==> config.mk <==
export PLATFORM = sky130hd
export DESIGN_NAME = frame_delta_smoother_flat
export DESIGN_NICKNAME = d
export VERILOG_FILES = /design/src/hdl/fds_pkg.sv /design/src/hdl/fds_if.sv /design/src/hdl/frame_delta_smoother.sv /design/src/hdl/fds_apb.sv /design/src/hdl/fds_mul.sv /design/src/hdl/fds_div.sv /design/src/flat_wrapper.sv
export SDC_FILE = /design/constraint.sdc
export NUM_CORES = 2
export LEC_CHECK = 0
export ABC_AREA = 1
export BUFFER_PORTS_ARGS = -buffer_cell sky130_fd_sc_hd__buf_2
export CAP_MARGIN = 20
export CORE_ASPECT_RATIO = 1.4
export CORE_UTILIZATION = 45
export CTS_BUF_LIST = sky130_fd_sc_hd__clkbuf_4 sky130_fd_sc_hd__clkbuf_8 sky130_fd_sc_hd__clkbuf_16
export CTS_CLUSTER_DIAMETER = 60
export DETAILED_ROUTE_END_ITERATION = 16
export GPL_ROUTABILITY_DRIVEN = 1
export PLACE_DENSITY_LB_ADDON = 0.08
export REMOVE_ABC_BUFFERS = 1
export SETUP_SLACK_MARGIN = 0.4
export SYNTH_ARGS = -nofsm -noshare
export SYNTH_HDL_FRONTEND = slang
export SYNTH_SLANG_ARGS = --single-unit
==> constraint.sdc <==
create_clock -name clk -period 13.9 [get_ports clk]
set_input_delay 1.39 -clock clk [delete_from_list [all_inputs] [get_ports clk]]
set_output_delay 1.39 -clock clk [all_outputs]
set_load 0.02 [all_outputs]
==> src/hdl/fds_pkg.sv <==
// ----------------------------------------------------------------------------
// fds_pkg
// Shared types and constants for the frame delta smoother.
// ----------------------------------------------------------------------------
`default_nettype none

package fds_pkg;

	localparam int WINDOW_SAMPLES = 16;

	localparam int DELTA_W  = 20;
	localparam int SCALE_W  = 16;
	localparam int SCALED_W = 28;
	localparam int PROD_W   = DELTA_W + SCALE_W;
	localparam int FRAC_W   = 8;
	localparam int TOTAL_W  = 48;
	localparam int FRAME_W  = 32;

	localparam int PADDR_W   = 3;
	localparam int PDATA_W   = 32;
	localparam int REG_IDX_B = 2;

	localparam logic REG_TIME_SCALE = 1'b0;
	localparam logic REG_MAX_DELTA  = 1'b1;

	localparam logic [SCALE_W-1:0] TIME_SCALE_RST = SCALE_W'(256);
	localparam logic [DELTA_W-1:0] MAX_DELTA_RST  = DELTA_W'(100000);
	localparam logic [DELTA_W-1:0] MAX_DELTA_MIN  = DELTA_W'(1000);

	localparam logic MODE_UPDATE = 1'b0;
	localparam logic MODE_CLEAR  = 1'b1;

	typedef struct packed {
		logic [SCALE_W-1:0] time_scale;
		logic [DELTA_W-1:0] max_delta_us;
	} cfg_t;

	typedef enum logic [2:0] {
		ST_IDLE,
		ST_MUL,
		ST_UPD,
		ST_DIV,
		ST_DONE
	} state_t;

endpackage

`default_nettype wire

==> src/hdl/fds_if.sv <==
// ----------------------------------------------------------------------------
// fds_if
// Valid/ready channels for update transactions and result transactions.
// ----------------------------------------------------------------------------
`default_nettype none

interface fds_in_if;
	logic                        valid;
	logic                        ready;
	logic                        mode;
	logic [fds_pkg::DELTA_W-1:0] delta_us;

	modport source (output valid, mode, delta_us, input ready);
	modport sink (input valid, mode, delta_us, output ready);
endinterface

interface fds_out_if;
	logic                         valid;
	logic                         ready;
	logic [fds_pkg::DELTA_W-1:0]  clamped_delta;
	logic [fds_pkg::SCALED_W-1:0] scaled_delta;
	logic [fds_pkg::TOTAL_W-1:0]  unscaled_total;
	logic [fds_pkg::TOTAL_W-1:0]  scaled_total;
	logic [fds_pkg::SCALED_W-1:0] smooth_delta;
	logic [fds_pkg::FRAME_W-1:0]  frame_total;

	modport source (output valid, clamped_delta, scaled_delta, unscaled_total,
		scaled_total, smooth_delta, frame_total, input ready);
	modport sink (input valid, clamped_delta, scaled_delta, unscaled_total,
		scaled_total, smooth_delta, frame_total, output ready);
endinterface

`default_nettype wire

==> src/hdl/frame_delta_smoother.sv <==
// An update transaction runs 16 multiply steps, one ring update, then SUM_W
//   quotient bits from the serial divider; the divider is skipped when the window
//   holds no nonzero sample. A clear skips multiply and divide and goes straight
//   to the done state.
// Throughput: one transaction at a time; the next is taken once the result
//   sits in the output register. Reset clears control state, totals and ring valid bits.
// ----------------------------------------------------------------------------
// frame_delta_smoother
// Clamps and scales frame deltas, keeps running totals and a windowed average.
// ----------------------------------------------------------------------------
`default_nettype none

module frame_delta_smoother #(
	parameter int WINDOW_SAMPLES = fds_pkg::WINDOW_SAMPLES
) (
	input  wire logic                        clk,
	input  wire logic                        arst_n,
	input  wire logic                        psel,
	input  wire logic                        penable,
	input  wire logic                        pwrite,
	input  wire logic [fds_pkg::PADDR_W-1:0] paddr,
	input  wire logic [fds_pkg::PDATA_W-1:0] pwdata,
	output logic      [fds_pkg::PDATA_W-1:0] prdata,
	output logic                             pready,
	fds_in_if.sink                           upd,
	fds_out_if.source                        res
);

	localparam int POS_W = $clog2(WINDOW_SAMPLES);
	localparam int CNT_W = $clog2(WINDOW_SAMPLES + 1);
	localparam int SUM_W = fds_pkg::SCALED_W + POS_W;

	fds_pkg::cfg_t  cfg;
	fds_pkg::state_t state_q, state_nxt;

	logic upd_acc, out_free;
	logic mul_start, div_start, ring_we, out_load;
	logic mul_busy, div_busy;
	logic [fds_pkg::PROD_W-1:0] product;
	logic [SUM_W-1:0]           quotient;

	logic [fds_pkg::DELTA_W-1:0]  clamp_in;
	logic [fds_pkg::DELTA_W-1:0]  clamped_q;
	logic [fds_pkg::SCALED_W-1:0] scaled_q, smooth_q, scaled;
	logic [fds_pkg::TOTAL_W-1:0]  uacc_q, sacc_q;
	logic [fds_pkg::FRAME_W-1:0]  frame_q;
	logic [POS_W-1:0]             pos_q;
	logic [SUM_W-1:0]             sum_q, sum_nxt;
	logic [CNT_W-1:0]             cnt_q, cnt_nxt;

	logic [fds_pkg::SCALED_W-1:0] ring_mem [WINDOW_SAMPLES];
	logic [fds_pkg::SCALED_W-1:0] ring_rd_q, old_val;
	logic [WINDOW_SAMPLES-1:0]    ring_vld_q;

	logic                         res_valid_q;
	logic [fds_pkg::DELTA_W-1:0]  res_clamped_q;
	logic [fds_pkg::SCALED_W-1:0] res_scaled_q, res_smooth_q;
	logic [fds_pkg::TOTAL_W-1:0]  res_utot_q, res_stot_q;
	logic [fds_pkg::FRAME_W-1:0]  res_frame_q;

	fds_apb u_apb (
		.clk     (clk),
		.arst_n  (arst_n),
		.psel    (psel),
		.penable (penable),
		.pwrite  (pwrite),
		.paddr   (paddr),
		.pwdata  (pwdata),
		.prdata  (prdata),
		.pready  (pready),
		.cfg     (cfg)
	);

	assign clamp_in = (upd.delta_us < cfg.max_delta_us) ? upd.delta_us : cfg.max_delta_us;

	fds_mul u_mul (
		.clk     (clk),
		.arst_n  (arst_n),
		.start   (mul_start),
		.mcand   (clamp_in),
		.mplier  (cfg.time_scale),
		.busy    (mul_busy),
		.product (product)
	);

	fds_div #(
		.DVD_W (SUM_W),
		.DVS_W (CNT_W)
	) u_div (
		.clk      (clk),
		.arst_n   (arst_n),
		.start    (div_start),
		.dividend (sum_nxt),
		.divisor  (cnt_nxt),
		.busy     (div_busy),
		.quotient (quotient)
	);

	assign upd_acc  = upd.valid & upd.ready;
	assign out_free = !res_valid_q || res.ready;
	assign scaled   = product[fds_pkg::FRAC_W +: fds_pkg::SCALED_W];
	assign old_val  = ring_vld_q[pos_q] ? ring_rd_q : '0;
	assign sum_nxt  = sum_q - SUM_W'(old_val) + SUM_W'(scaled);
	assign cnt_nxt  = cnt_q - CNT_W'(old_val != '0) + CNT_W'(scaled != '0);

	always_comb begin
		state_nxt = state_q;
		unique case (state_q)
			fds_pkg::ST_IDLE: begin
				if (upd_acc) begin
					state_nxt = (upd.mode == fds_pkg::MODE_CLEAR) ?
						fds_pkg::ST_DONE : fds_pkg::ST_MUL;
				end
			end
			fds_pkg::ST_MUL: begin
				if (!mul_busy) state_nxt = fds_pkg::ST_UPD;
			end
			fds_pkg::ST_UPD: begin
				state_nxt = (cnt_nxt == '0) ? fds_pkg::ST_DONE : fds_pkg::ST_DIV;
			end
			fds_pkg::ST_DIV: begin
				if (!div_busy) state_nxt = fds_pkg::ST_DONE;
			end
			fds_pkg::ST_DONE: begin
				if (out_free) state_nxt = fds_pkg::ST_IDLE;
			end
			default: state_nxt = fds_pkg::ST_IDLE;
		endcase
	end

	always_comb begin
		upd.ready = 1'b0;
		mul_start = 1'b0;
		div_start = 1'b0;
		ring_we   = 1'b0;
		out_load  = 1'b0;
		unique case (state_q)
			fds_pkg::ST_IDLE: begin
				upd.ready = 1'b1;
				mul_start = upd.valid && (upd.mode == fds_pkg::MODE_UPDATE);
			end
			fds_pkg::ST_UPD: begin
				ring_we   = 1'b1;
				div_start = (cnt_nxt != '0);
			end
			fds_pkg::ST_DONE: begin
				out_load = out_free;
			end
			default: begin
			end
		endcase
	end

	always_ff @(posedge clk or negedge arst_n) begin
		if (!arst_n) begin
			state_q    <= fds_pkg::ST_IDLE;
			pos_q      <= '0;
			sum_q      <= '0;
			cnt_q      <= '0;
			uacc_q     <= '0;
			sacc_q     <= '0;
			frame_q    <= '0;
			ring_vld_q <= '0;
		end else begin
			state_q <= state_nxt;
			if (upd_acc && upd.mode == fds_pkg::MODE_CLEAR) begin
				pos_q      <= '0;
				sum_q      <= '0;
				cnt_q      <= '0;
				uacc_q     <= '0;
				sacc_q     <= '0;
				frame_q    <= '0;
				ring_vld_q <= '0;
			end else if (ring_we) begin
				pos_q             <= (pos_q == POS_W'(WINDOW_SAMPLES - 1)) ? '0 : pos_q + 1'b1;
				sum_q             <= sum_nxt;
				cnt_q             <= cnt_nxt;
				uacc_q            <= uacc_q + fds_pkg::TOTAL_W'(clamped_q);
				sacc_q            <= sacc_q + fds_pkg::TOTAL_W'(scaled);
				frame_q           <= frame_q + 1'b1;
				ring_vld_q[pos_q] <= 1'b1;
			end
		end
	end

	always_ff @(posedge clk) begin
		if (ring_we) begin
			ring_mem[pos_q] <= scaled;
		end
		ring_rd_q <= ring_mem[pos_q];
	end

	always_ff @(posedge clk) begin
		if (upd_acc) begin
			clamped_q <= (upd.mode == fds_pkg::MODE_CLEAR) ? '0 : clamp_in;
			scaled_q  <= '0;
			smooth_q  <= '0;
		end else if (ring_we) begin
			scaled_q <= scaled;
			smooth_q <= scaled;
		end else if (state_q == fds_pkg::ST_DIV && !div_busy) begin
			smooth_q <= quotient[fds_pkg::SCALED_W-1:0];
		end
	end

	always_ff @(posedge clk or negedge arst_n) begin
		if (!arst_n) begin
			res_valid_q <= 1'b0;
		end else if (out_load) begin
			res_valid_q <= 1'b1;
		end else if (res.ready) begin
			res_valid_q <= 1'b0;
		end
	end

	always_ff @(posedge clk) begin
		if (out_load) begin
			res_clamped_q <= clamped_q;
			res_scaled_q  <= scaled_q;
			res_utot_q    <= uacc_q;
			res_stot_q    <= sacc_q;
			res_smooth_q  <= smooth_q;
			res_frame_q   <= frame_q;
		end
	end

	assign res.valid          = res_valid_q;
	assign res.clamped_delta  = res_clamped_q;
	assign res.scaled_delta   = res_scaled_q;
	assign res.unscaled_total = res_utot_q;
	assign res.scaled_total   = res_stot_q;
	assign res.smooth_delta   = res_smooth_q;
	assign res.frame_total    = res_frame_q;

endmodule

`default_nettype wire

==> src/hdl/fds_apb.sv <==
// ----------------------------------------------------------------------------
// fds_apb
// APB register file: time scale and delta clamp.
// ----------------------------------------------------------------------------
`default_nettype none

module fds_apb (
	input  wire logic                        clk,
	input  wire logic                        arst_n,
	input  wire logic                        psel,
	input  wire logic                        penable,
	input  wire logic                        pwrite,
	input  wire logic [fds_pkg::PADDR_W-1:0] paddr,
	input  wire logic [fds_pkg::PDATA_W-1:0] pwdata,
	output logic      [fds_pkg::PDATA_W-1:0] prdata,
	output logic                             pready,
	output fds_pkg::cfg_t                    cfg
);

	fds_pkg::cfg_t               cfg_q;
	logic                        wr_en;
	logic [fds_pkg::DELTA_W-1:0] wr_max;

	assign pready = 1'b1;
	assign wr_en  = psel & penable & pwrite;
	assign wr_max = pwdata[fds_pkg::DELTA_W-1:0];
	assign cfg    = cfg_q;

	always_ff @(posedge clk or negedge arst_n) begin
		if (!arst_n) begin
			cfg_q.time_scale   <= fds_pkg::TIME_SCALE_RST;
			cfg_q.max_delta_us <= fds_pkg::MAX_DELTA_RST;
		end else if (wr_en) begin
			unique case (paddr[fds_pkg::REG_IDX_B])
				fds_pkg::REG_TIME_SCALE: begin
					cfg_q.time_scale <= pwdata[fds_pkg::SCALE_W-1:0];
				end
				fds_pkg::REG_MAX_DELTA: begin
					cfg_q.max_delta_us <= (wr_max < fds_pkg::MAX_DELTA_MIN) ?
						fds_pkg::MAX_DELTA_MIN : wr_max;
				end
				default: begin
				end
			endcase
		end
	end

	always_comb begin
		unique case (paddr[fds_pkg::REG_IDX_B])
			fds_pkg::REG_TIME_SCALE: prdata = fds_pkg::PDATA_W'(cfg_q.time_scale);
			fds_pkg::REG_MAX_DELTA:  prdata = fds_pkg::PDATA_W'(cfg_q.max_delta_us);
			default:                 prdata = '0;
		endcase
	end

endmodule

`default_nettype wire

==> src/hdl/fds_mul.sv <==
// ----------------------------------------------------------------------------
// fds_mul
// Bit-serial shift-add multiplier, one multiplier bit per cycle.
// ----------------------------------------------------------------------------
`default_nettype none

module fds_mul (
	input  wire logic                        clk,
	input  wire logic                        arst_n,
	input  wire logic                        start,
	input  wire logic [fds_pkg::DELTA_W-1:0] mcand,
	input  wire logic [fds_pkg::SCALE_W-1:0] mplier,
	output logic                             busy,
	output logic      [fds_pkg::PROD_W-1:0]  product
);

	localparam int CNT_W = $clog2(fds_pkg::SCALE_W + 1);

	logic [fds_pkg::DELTA_W-1:0] m_q;
	logic [fds_pkg::DELTA_W:0]   hi_q;
	logic [fds_pkg::SCALE_W-1:0] lo_q;
	logic [CNT_W-1:0]            cnt_q;
	logic                        busy_q;
	logic [fds_pkg::DELTA_W:0]   hi_sum;

	assign hi_sum  = lo_q[0] ? (hi_q + (fds_pkg::DELTA_W + 1)'(m_q)) : hi_q;
	assign busy    = busy_q;
	assign product = {hi_q[fds_pkg::DELTA_W-1:0], lo_q};

	always_ff @(posedge clk or negedge arst_n) begin
		if (!arst_n) begin
			busy_q <= 1'b0;
			cnt_q  <= '0;
		end else if (start) begin
			busy_q <= 1'b1;
			cnt_q  <= CNT_W'(fds_pkg::SCALE_W);
		end else if (busy_q) begin
			cnt_q <= cnt_q - 1'b1;
			if (cnt_q == CNT_W'(1)) begin
				busy_q <= 1'b0;
			end
		end
	end

	always_ff @(posedge clk) begin
		if (start) begin
			m_q  <= mcand;
			hi_q <= '0;
			lo_q <= mplier;
		end else if (busy_q) begin
			{hi_q, lo_q} <= {1'b0, hi_sum, lo_q[fds_pkg::SCALE_W-1:1]};
		end
	end

endmodule

`default_nettype wire

==> src/hdl/fds_div.sv <==
// ----------------------------------------------------------------------------
// fds_div
// Restoring divider, one quotient bit per cycle.
// ----------------------------------------------------------------------------
`default_nettype none

module fds_div #(
	parameter int DVD_W = 32,
	parameter int DVS_W = 5
) (
	input  wire logic             clk,
	input  wire logic             arst_n,
	input  wire logic             start,
	input  wire logic [DVD_W-1:0] dividend,
	input  wire logic [DVS_W-1:0] divisor,
	output logic                  busy,
	output logic      [DVD_W-1:0] quotient
);

	localparam int CNT_W = $clog2(DVD_W + 1);

	logic [DVS_W-1:0] dvs_q;
	logic [DVS_W-1:0] rem_q;
	logic [DVD_W-1:0] quo_q;
	logic [CNT_W-1:0] cnt_q;
	logic             busy_q;
	logic [DVS_W:0]   shifted;
	logic             ge;
	logic [DVS_W:0]   diff;

	assign shifted  = {rem_q, quo_q[DVD_W-1]};
	assign ge       = shifted >= {1'b0, dvs_q};
	assign diff     = shifted - {1'b0, dvs_q};
	assign busy     = busy_q;
	assign quotient = quo_q;

	always_ff @(posedge clk or negedge arst_n) begin
		if (!arst_n) begin
			busy_q <= 1'b0;
			cnt_q  <= '0;
		end else if (start) begin
			busy_q <= 1'b1;
			cnt_q  <= CNT_W'(DVD_W);
		end else if (busy_q) begin
			cnt_q <= cnt_q - 1'b1;
			if (cnt_q == CNT_W'(1)) begin
				busy_q <= 1'b0;
			end
		end
	end

	always_ff @(posedge clk) begin
		if (start) begin
			dvs_q <= divisor;
			rem_q <= '0;
			quo_q <= dividend;
		end else if (busy_q) begin
			rem_q <= ge ? diff[DVS_W-1:0] : shifted[DVS_W-1:0];
			quo_q <= {quo_q[DVD_W-2:0], ge};
		end
	end

endmodule

`default_nettype wire
==> src/flat_wrapper.sv <==
// flat-port wrapper written by rule: the top's interface ports become plain ports
module frame_delta_smoother_flat 
#(
	parameter int WINDOW_SAMPLES = fds_pkg::WINDOW_SAMPLES
)
  (clk, arst_n, psel, penable, pwrite, paddr, pwdata, prdata, pready, upd_valid, upd_mode, upd_delta_us, upd_ready, res_valid, res_clamped_delta, res_scaled_delta, res_unscaled_total, res_scaled_total, res_smooth_delta, res_frame_total, res_ready);
  fds_in_if upd_i ();
  fds_out_if res_i ();
  input  wire logic clk;
  input  wire logic arst_n;
  input  wire logic psel;
  input  wire logic penable;
  input  wire logic pwrite;
  input  wire logic [fds_pkg::PADDR_W-1:0] paddr;
  input  wire logic [fds_pkg::PDATA_W-1:0] pwdata;
  output logic      [fds_pkg::PDATA_W-1:0] prdata;
  output logic pready;
  input wire logic [$bits(upd_i.valid)-1:0] upd_valid;
  input wire logic [$bits(upd_i.mode)-1:0] upd_mode;
  input wire logic [$bits(upd_i.delta_us)-1:0] upd_delta_us;
  output wire logic [$bits(upd_i.ready)-1:0] upd_ready;
  output wire logic [$bits(res_i.valid)-1:0] res_valid;
  output wire logic [$bits(res_i.clamped_delta)-1:0] res_clamped_delta;
  output wire logic [$bits(res_i.scaled_delta)-1:0] res_scaled_delta;
  output wire logic [$bits(res_i.unscaled_total)-1:0] res_unscaled_total;
  output wire logic [$bits(res_i.scaled_total)-1:0] res_scaled_total;
  output wire logic [$bits(res_i.smooth_delta)-1:0] res_smooth_delta;
  output wire logic [$bits(res_i.frame_total)-1:0] res_frame_total;
  input wire logic [$bits(res_i.ready)-1:0] res_ready;
  assign upd_i.valid = upd_valid;
  assign upd_i.mode = upd_mode;
  assign upd_i.delta_us = upd_delta_us;
  assign upd_ready = upd_i.ready;
  assign res_valid = res_i.valid;
  assign res_clamped_delta = res_i.clamped_delta;
  assign res_scaled_delta = res_i.scaled_delta;
  assign res_unscaled_total = res_i.unscaled_total;
  assign res_scaled_total = res_i.scaled_total;
  assign res_smooth_delta = res_i.smooth_delta;
  assign res_frame_total = res_i.frame_total;
  assign res_i.ready = res_ready;
  frame_delta_smoother #(.WINDOW_SAMPLES(WINDOW_SAMPLES)) u_core (.clk(clk), .arst_n(arst_n), .psel(psel), .penable(penable), .pwrite(pwrite), .paddr(paddr), .pwdata(pwdata), .prdata(prdata), .pready(pready), .upd(upd_i), .res(res_i));
endmodule
Word-level counts from Yosys, hierarchy flattened
Memory sizes are Yosys's and may differ from the RTL's. A register that Yosys moved wholly into a read port is not among the register bits.
Index checks and enable logic that the tools add are counted.
{ "totals": {"reg_bits": 616, "latchBits": 0, "mem_bits_rw": 448, "mem_bits_ro": 0, "out_inout_bits": 239, "word_cells": 142, "mem_count": 1} }
{ "classes": {"addsub": 12, "mul": 0, "n_div": 0, "magnitude_cmp": 5, "n_eq_ne": 11, "n_shift": 0, "n_mux": 57, "bitwise_logic": 6, "reduce_logical": 20} }
{ "mem_list": {"columns": ["name", "depth", "width", "rd", "rd_clocked_by_memory_dff", "write_ports", "line", "source"], "rows": [
  ["u_core.ring_mem", 16, 28, 1, 1, 1, "frame_delta_smoother.sv:51", "logic [fds_pkg::SCALED_W-1:0] ring_mem [WINDOW_SAMPLES];"]
]} }
{ "ops": {"columns": ["cell", "n"], "rows": [
  ["$mux W32", 6],
  ["$mux W48", 4],
  ["$mux W28", 3],
  ["$mux W16", 4],
  ["$pmux W32 S2", 1],
  ["$reduce_bool A28 Y1", 2],
  ["$add A48 B20 Y48", 1],
  ["$add A48 B28 Y48", 1],
  ["$mux W20", 2],
  ["$add A32 B1 Y32 const B", 1],
  ["$add A32 B28 Y32", 1],
  ["$sub A32 B28 Y32", 1],
  ["$mux W5", 5],
  ["$add A20 B20 Y21", 1],
  ["$mux W21", 1],
  ["$lt A20 B10 Y1 const B", 1],
  ["$lt A20 B20 Y1", 1],
  ["$mux W3", 6],
  ["$mux W1", 17],
  ["$or A16 B16 Y16", 1],
  ["$pmux W3 S5", 1],
  ["$mux W4", 3],
  ["$mux W6", 2],
  ["$reduce_bool A2 Y1", 5],
  ["other kinds (29)", 40]
]} }

Logic depth before layout (Yosys ltp)
{ "logic_depth": {"word_depth": 9, "mapped_depth": 28, "ltp_nobuf": 25} }

Cells and area by module
Synthesis repeated with hierarchy kept, for this count alone.
{ "hier_totals": {"hier_cells": 5483, "area_unflattened_um2": 51485.6} }
{ "by_module_without_submodules": {"columns": ["mod", "instances", "cells_each", "area_per_inst_um2", "seq_area_each_um2"], "rows": [
  ["frame_delta_smoother", 1, 4512, 43709.4, 26590.5],
  ["fds_mul", 1, 480, 3651.0, 1631.6],
  ["fds_div", 1, 250, 2329.7, 1386.3],
  ["fds_apb", 1, 241, 1795.5, 909.6]
]} }

Worst setup path after synthesis
No wires, ideal clock.
{ "synth_path": {"path_kind": "input port to flip-flop", "startpoint": "in res_ready", "endpoint": "reg u_core.res_clamped_q, in the netlist u_core.res.clamped_delta[0] (enable)", "arrival_time_ns": 9.847, "setup_slack_ns": 3.282, "path_stages": 2, "path_cell_list": "nor2_1 -> nor2_1"} }
{ "synth_via": {"elab_chain_len": 2} }
{ "synth_lines": {"columns": ["item", "line", "source"], "rows": [
  ["start: declaration", "flat_wrapper.sv:29", "input wire logic [$bits(res_i.ready)-1:0] res_ready;"],
  ["$logic_or A1 B1 Y1", "frame_delta_smoother.sv:100", "assign out_free = !res_valid_q || res.ready;"],
  ["$mux W1", "frame_delta_smoother.sv:137", "unique case (state_q)"],
  ["net u_core.out_load", "frame_delta_smoother.sv:37", "logic mul_start, div_start, ring_we, out_load;"],
  ["end signal: assignment", "frame_delta_smoother.sv:218", "res_clamped_q <= clamped_q;"],
  ["end: declaration", "frame_delta_smoother.sv:56", "logic [fds_pkg::DELTA_W-1:0] res_clamped_q;"]
]} }
The timed path passes the listed nets, and every way through them passes these cells.
A chain may end at the register's enable or synchronous reset.

Worst setup path after layout
{ "layout_path": {"startpoint": "reg u_core.pos_q[0]", "endpoint": "reg u_core.u_div.quo_q[2] (netlist: u_core.u_div.quotient[2]) (enable)"} }
{ "layout_via": {"elab_chain_len": 9} }
{ "layout_lines": {"columns": ["item", "line", "source"], "rows": [
  ["start: declaration", "frame_delta_smoother.sv:47", "logic [POS_W-1:0] pos_q;"],
  ["start signal: assignment", "frame_delta_smoother.sv:175", "pos_q <= (pos_q == POS_W'(WINDOW_SAMPLES - 1)) ? '0 : pos_q + 1'b1;"],
  ["$bmux W1 S4", "frame_delta_smoother.sv:102", "assign old_val = ring_vld_q[pos_q] ? ring_rd_q : '0;"],
  ["$mux W1 (not written as such)", "frame_delta_smoother.sv:102", null],
  ["$mux W28", "frame_delta_smoother.sv:102", null],
  ["$reduce_bool A28 Y1", "frame_delta_smoother.sv:104", "assign cnt_nxt = cnt_q - CNT_W'(old_val != '0) + CNT_W'(scaled != '0);"],
  ["$sub A5 B1 Y5", "frame_delta_smoother.sv:104", null],
  ["$add A5 B1 Y5", "frame_delta_smoother.sv:104", null],
  ["$reduce_bool A5 Y1", "frame_delta_smoother.sv:144", "div_start = (cnt_nxt != '0);"],
  ["$mux W1", "frame_delta_smoother.sv:137", null],
  ["$reduce_bool A2 Y1 (no line)", null, null],
  ["end signal: assignment", "fds_div.sv:56", "quo_q <= dividend;"],
  ["end signal: assignment", "fds_div.sv:59", "quo_q <= {quo_q[DVD_W-2:0], ge};"],
  ["end: declaration", "fds_div.sv:24", "logic [DVD_W-1:0] quo_q;"]
]} }
No other way between the ends. The select of a mux whose other input is x is not followed.

==> impl_metrics.yaml <==
run_status:
  outcome: "finished, final reports clean"
detailed_routing:
  drt_iter0_drc: 2811
  viasPerCell: 5.39
  postRouteAntennaNets: 0
  firstDrtPassIters: 6
  wirelength_mm: 152
  wire_per_inst_microns: 21.5
  via_count: 38200
  drcViolationCount: 0
worst_setup_path:
  critPathSlowestCell: "buf_4"
  crit_path_frequent_cell: "nand2_1"
  cp_top_family: "buffers and inverters"
  required_ns: 14.32
  critPathLaunchType: "flip-flop"
  critical_path_class: "flip-flop to flip-flop"
  worst-path-buf-inv: 6
  cp_max_fo: 74
  critPathArrivalTime_ns: 6.37
  max_stage_delay_ns: 0.71
  end_kind: "flip-flop"
power_and_ir_drop:
  max-vdd-ir-drop_uv: 142
  power_per_cell_area_mw_per_mm2: 255
  p_leak_nw: 24.2
  fin_total_pwr_w: 0.0147
sta:
  rsz0062_at_grt: "no"
  hold_violations: 0
  setup_viol: 0
  slew_viol_final: 0
  fin_skew_ns: 0.0302
  fmaxAchievable_mhz: 168
  max_slew_margin_pct: 29.7
  finalSetupTns_ns: 0
  min_period_ns: 5.95
  finalCritPeriodShare_pct: 42.8
  hold_slack_ns: 0.432
  worst_pin_slew_ns: 1.05
clocking:
  insertion_delay_ns: 0.73
  clockBufferDepth: 3
  root_buffer: "clkbuf_16"
  clk_pin_slew_ns: 0.06
  cts_buffers: 107
  clock-sinks: 1092
  postCtsHoldBufs: 0
  ctsResizeCount: 0
  postCtsSetupBuffers: 0
  htree_num_levels: 3
  cts_tree: "built"
yosys:
  syn_avg_cell_area_sq_um: 9.64
  yosysSeqAreaShare_pct: 60.0
  synth_area_sq_mm: 0.0508
  synth_top_cell_by_area: "edfxtp_1"
  synth_top_area_share_pct: 44.0
  synthCells: 5270
  synth-edff-count: 745
  ys_seq_elements: 1092
  synthFlopType: "edfxtp_1"
  synthArstFlopShare_pct: 21.8
  ys_warn_count: 0
  synth_area_leaders: "edfxtp_1 (44%), dfrtp_1 (11%), nand2_1 (8.2%)"
  synth_cell_types: 60
grt:
  grt_usage_pct: 26.4
  grt_overflow: 0
  antenna_found_initial: 6
  grt_pass1_vias: 36900
  grt_max_degree: 194
  grt_pass1_wl_mm: 226
finish:
  final_cell_mix: "nand2_1 (1,116), edfxtp_1 (745), nor2_1 (623), inv_1 (592), o21ai_0 (441)"
  utilization_pct: 51.5
  drive_gt1_share_pct: 10.7
  final_common_cell: "nand2_1"
  synthToLayoutAreaGrowth_pct: 13.2
  fill_cells: 10400
  nets: 5752
placed_design:
  place_hpwl_mm: 103
  portBuffers: 274
  gp_congestion: 0.920
floorplanning:
  start_util_pct: 45.5
  die_width_microns: 286
  core_area_sq_mm: 0.112
  die_area_sq_mm: 0.114
  num_rows: 145
  io_pins: 302
  fp.dieH_microns: 400
hold_path:
  hold_path.class: "flip-flop to flip-flop"
job:
  maxCapViolCount: 0
## metrics by stage
stage / instances / worst slack (ns) / instance area, sq um
after CTS: 7082 / 7.85 / 57500
after global placement: 6879 / 7.83 / 53700
after global routing: 7083 / 7.37 / 57500
after detailed placement: 6879 / 7.89 / 53700
final: 7083 / 7.95 / 57500
after floorplan: 5081 / 3.28 / 49900
## sequential cells by signal (all words and copies together) (netlist names), 32 cells and up
name / flops
u_core.uacc_q: 48
u_core.frame_q: 32
u_core.res.scaled_total: 48
u_core.res.frame_total: 32
u_core.u_div.quotient: 32
u_core.u_apb.cfg: 36
u_core.sacc_q: 48
u_core.ring_mem: 448
u_core.res.unscaled_total: 48
u_core.sum_q: 32
## path summary, 6_finish.rpt
path                       slack, ns                            start  cells after the start                                   end
max reg2reg                     7.95      u_core.pos_q[0]$_DFFE_PN0P_                     25    u_core.u_div.quotient[2]$_DFFE_PP_
max                             7.95      u_core.pos_q[0]$_DFFE_PN0P_                     25    u_core.u_div.quotient[2]$_DFFE_PP_
min reg2reg                     0.43  u_core.scaled_q[7]$_SDFFE_PP0P_                      0  u_core.res.scaled_delta[7]$_DFFE_PP_
max in group asynchronous      11.95                           arst_n                      2           u_core.pos_q[0]$_DFFE_PN0P_
min in group asynchronous       0.66                           arst_n                      1        u_core.frame_q[10]$_DFFE_PN0P_
min                             0.43  u_core.scaled_q[7]$_SDFFE_PP0P_                      0  u_core.res.scaled_delta[7]$_DFFE_PP_
## final cells by class
| cell class | count | area (sq um) | area share [%] |
|---|---|---|---|
| timing repair buffer | 328 | 1810 | 3.15 |
| antenna | 1 | 2.50 | 0.00435 |
| inverter | 607 | 2290 | 3.97 |
| clock buffer | 147 | 3090 | 5.37 |
| multi-input combinational | 3382 | 17300 | 30.0 |
| clock inverter | 56 | 691 | 1.20 |
| sequential | 1092 | 30500 | 53.1 |
| tap | 1470 | 1840 | 3.20 |
## report_power, final
part	switching [W]	internal (W)
registers	0.000674	0.00442
logic	0.00452	0.00197
clock network	0.00130	0.00178
total	0.00650	0.00817
## kinds of logic (layout without fill, tap and decap cells)
kind of cell	after synthesis	count (layout)	synth area share, %
other cells	2	14	0.0148
flops	1092	1092	60.0
simple gates	2223	2223	18.2
xor+xnor	41	41	0.707
compound gates	934	934	9.99
fa+ha+maj	171	171	4.70
buf+inv	807	1138	6.33
## per-layer routing
metal | track usage [%] | vias up | share of wire (%)
met4 | 10.2 | 6 | 3.6
met5 | 0 | - | 0.022
li1 | - | 18300 | -
met1 | 32.8 | 18500 | 41
met2 | 46.3 | 1086 | 50
met3 | 3.75 | 256 | 5.5
## cells in the mapped netlist, types with 105 or more instances
| cell | instances |
|---|---|
| a21oi_1 | 257 |
| clkbuf_1 | 105 |
| dfrtp_1 | 231 |
| dfxtp_1 | 109 |
| edfxtp_1 | 745 |
| ha_1 | 138 |
| inv_1 | 593 |
| nand2_1 | 1116 |
| nand3_1 | 235 |
| nor2_1 | 643 |
| o21ai_0 | 441 |
| o22ai_1 | 135 |
## worst reg2reg max path, cell delays in order (launching register included)
cell	delay, ns
dfrtp_4	0.69
inv_6	0.48
buf_4	0.71
nand2_1	0.12
nand3_1	0.09
nand2_1	0.06
nand2_1	0.05
nand2_1	0.05
inv_1	0.06
nand2_2	0.14
o41ai_1	0.12
nand2_1	0.10
nor2_1	0.10
nand2_1	0.19
ha_1	0.34
inv_1	0.04
ha_1	0.22
fa_1	0.40
nand3_1	0.10
nand2_1	0.07
xor2_1	0.24
nand3_1	0.19
nand2_2	0.11
buf_4	0.46
nand2_1	0.15
buf_4	0.33
Note: power is estimated with default switching activity, not from simulation.
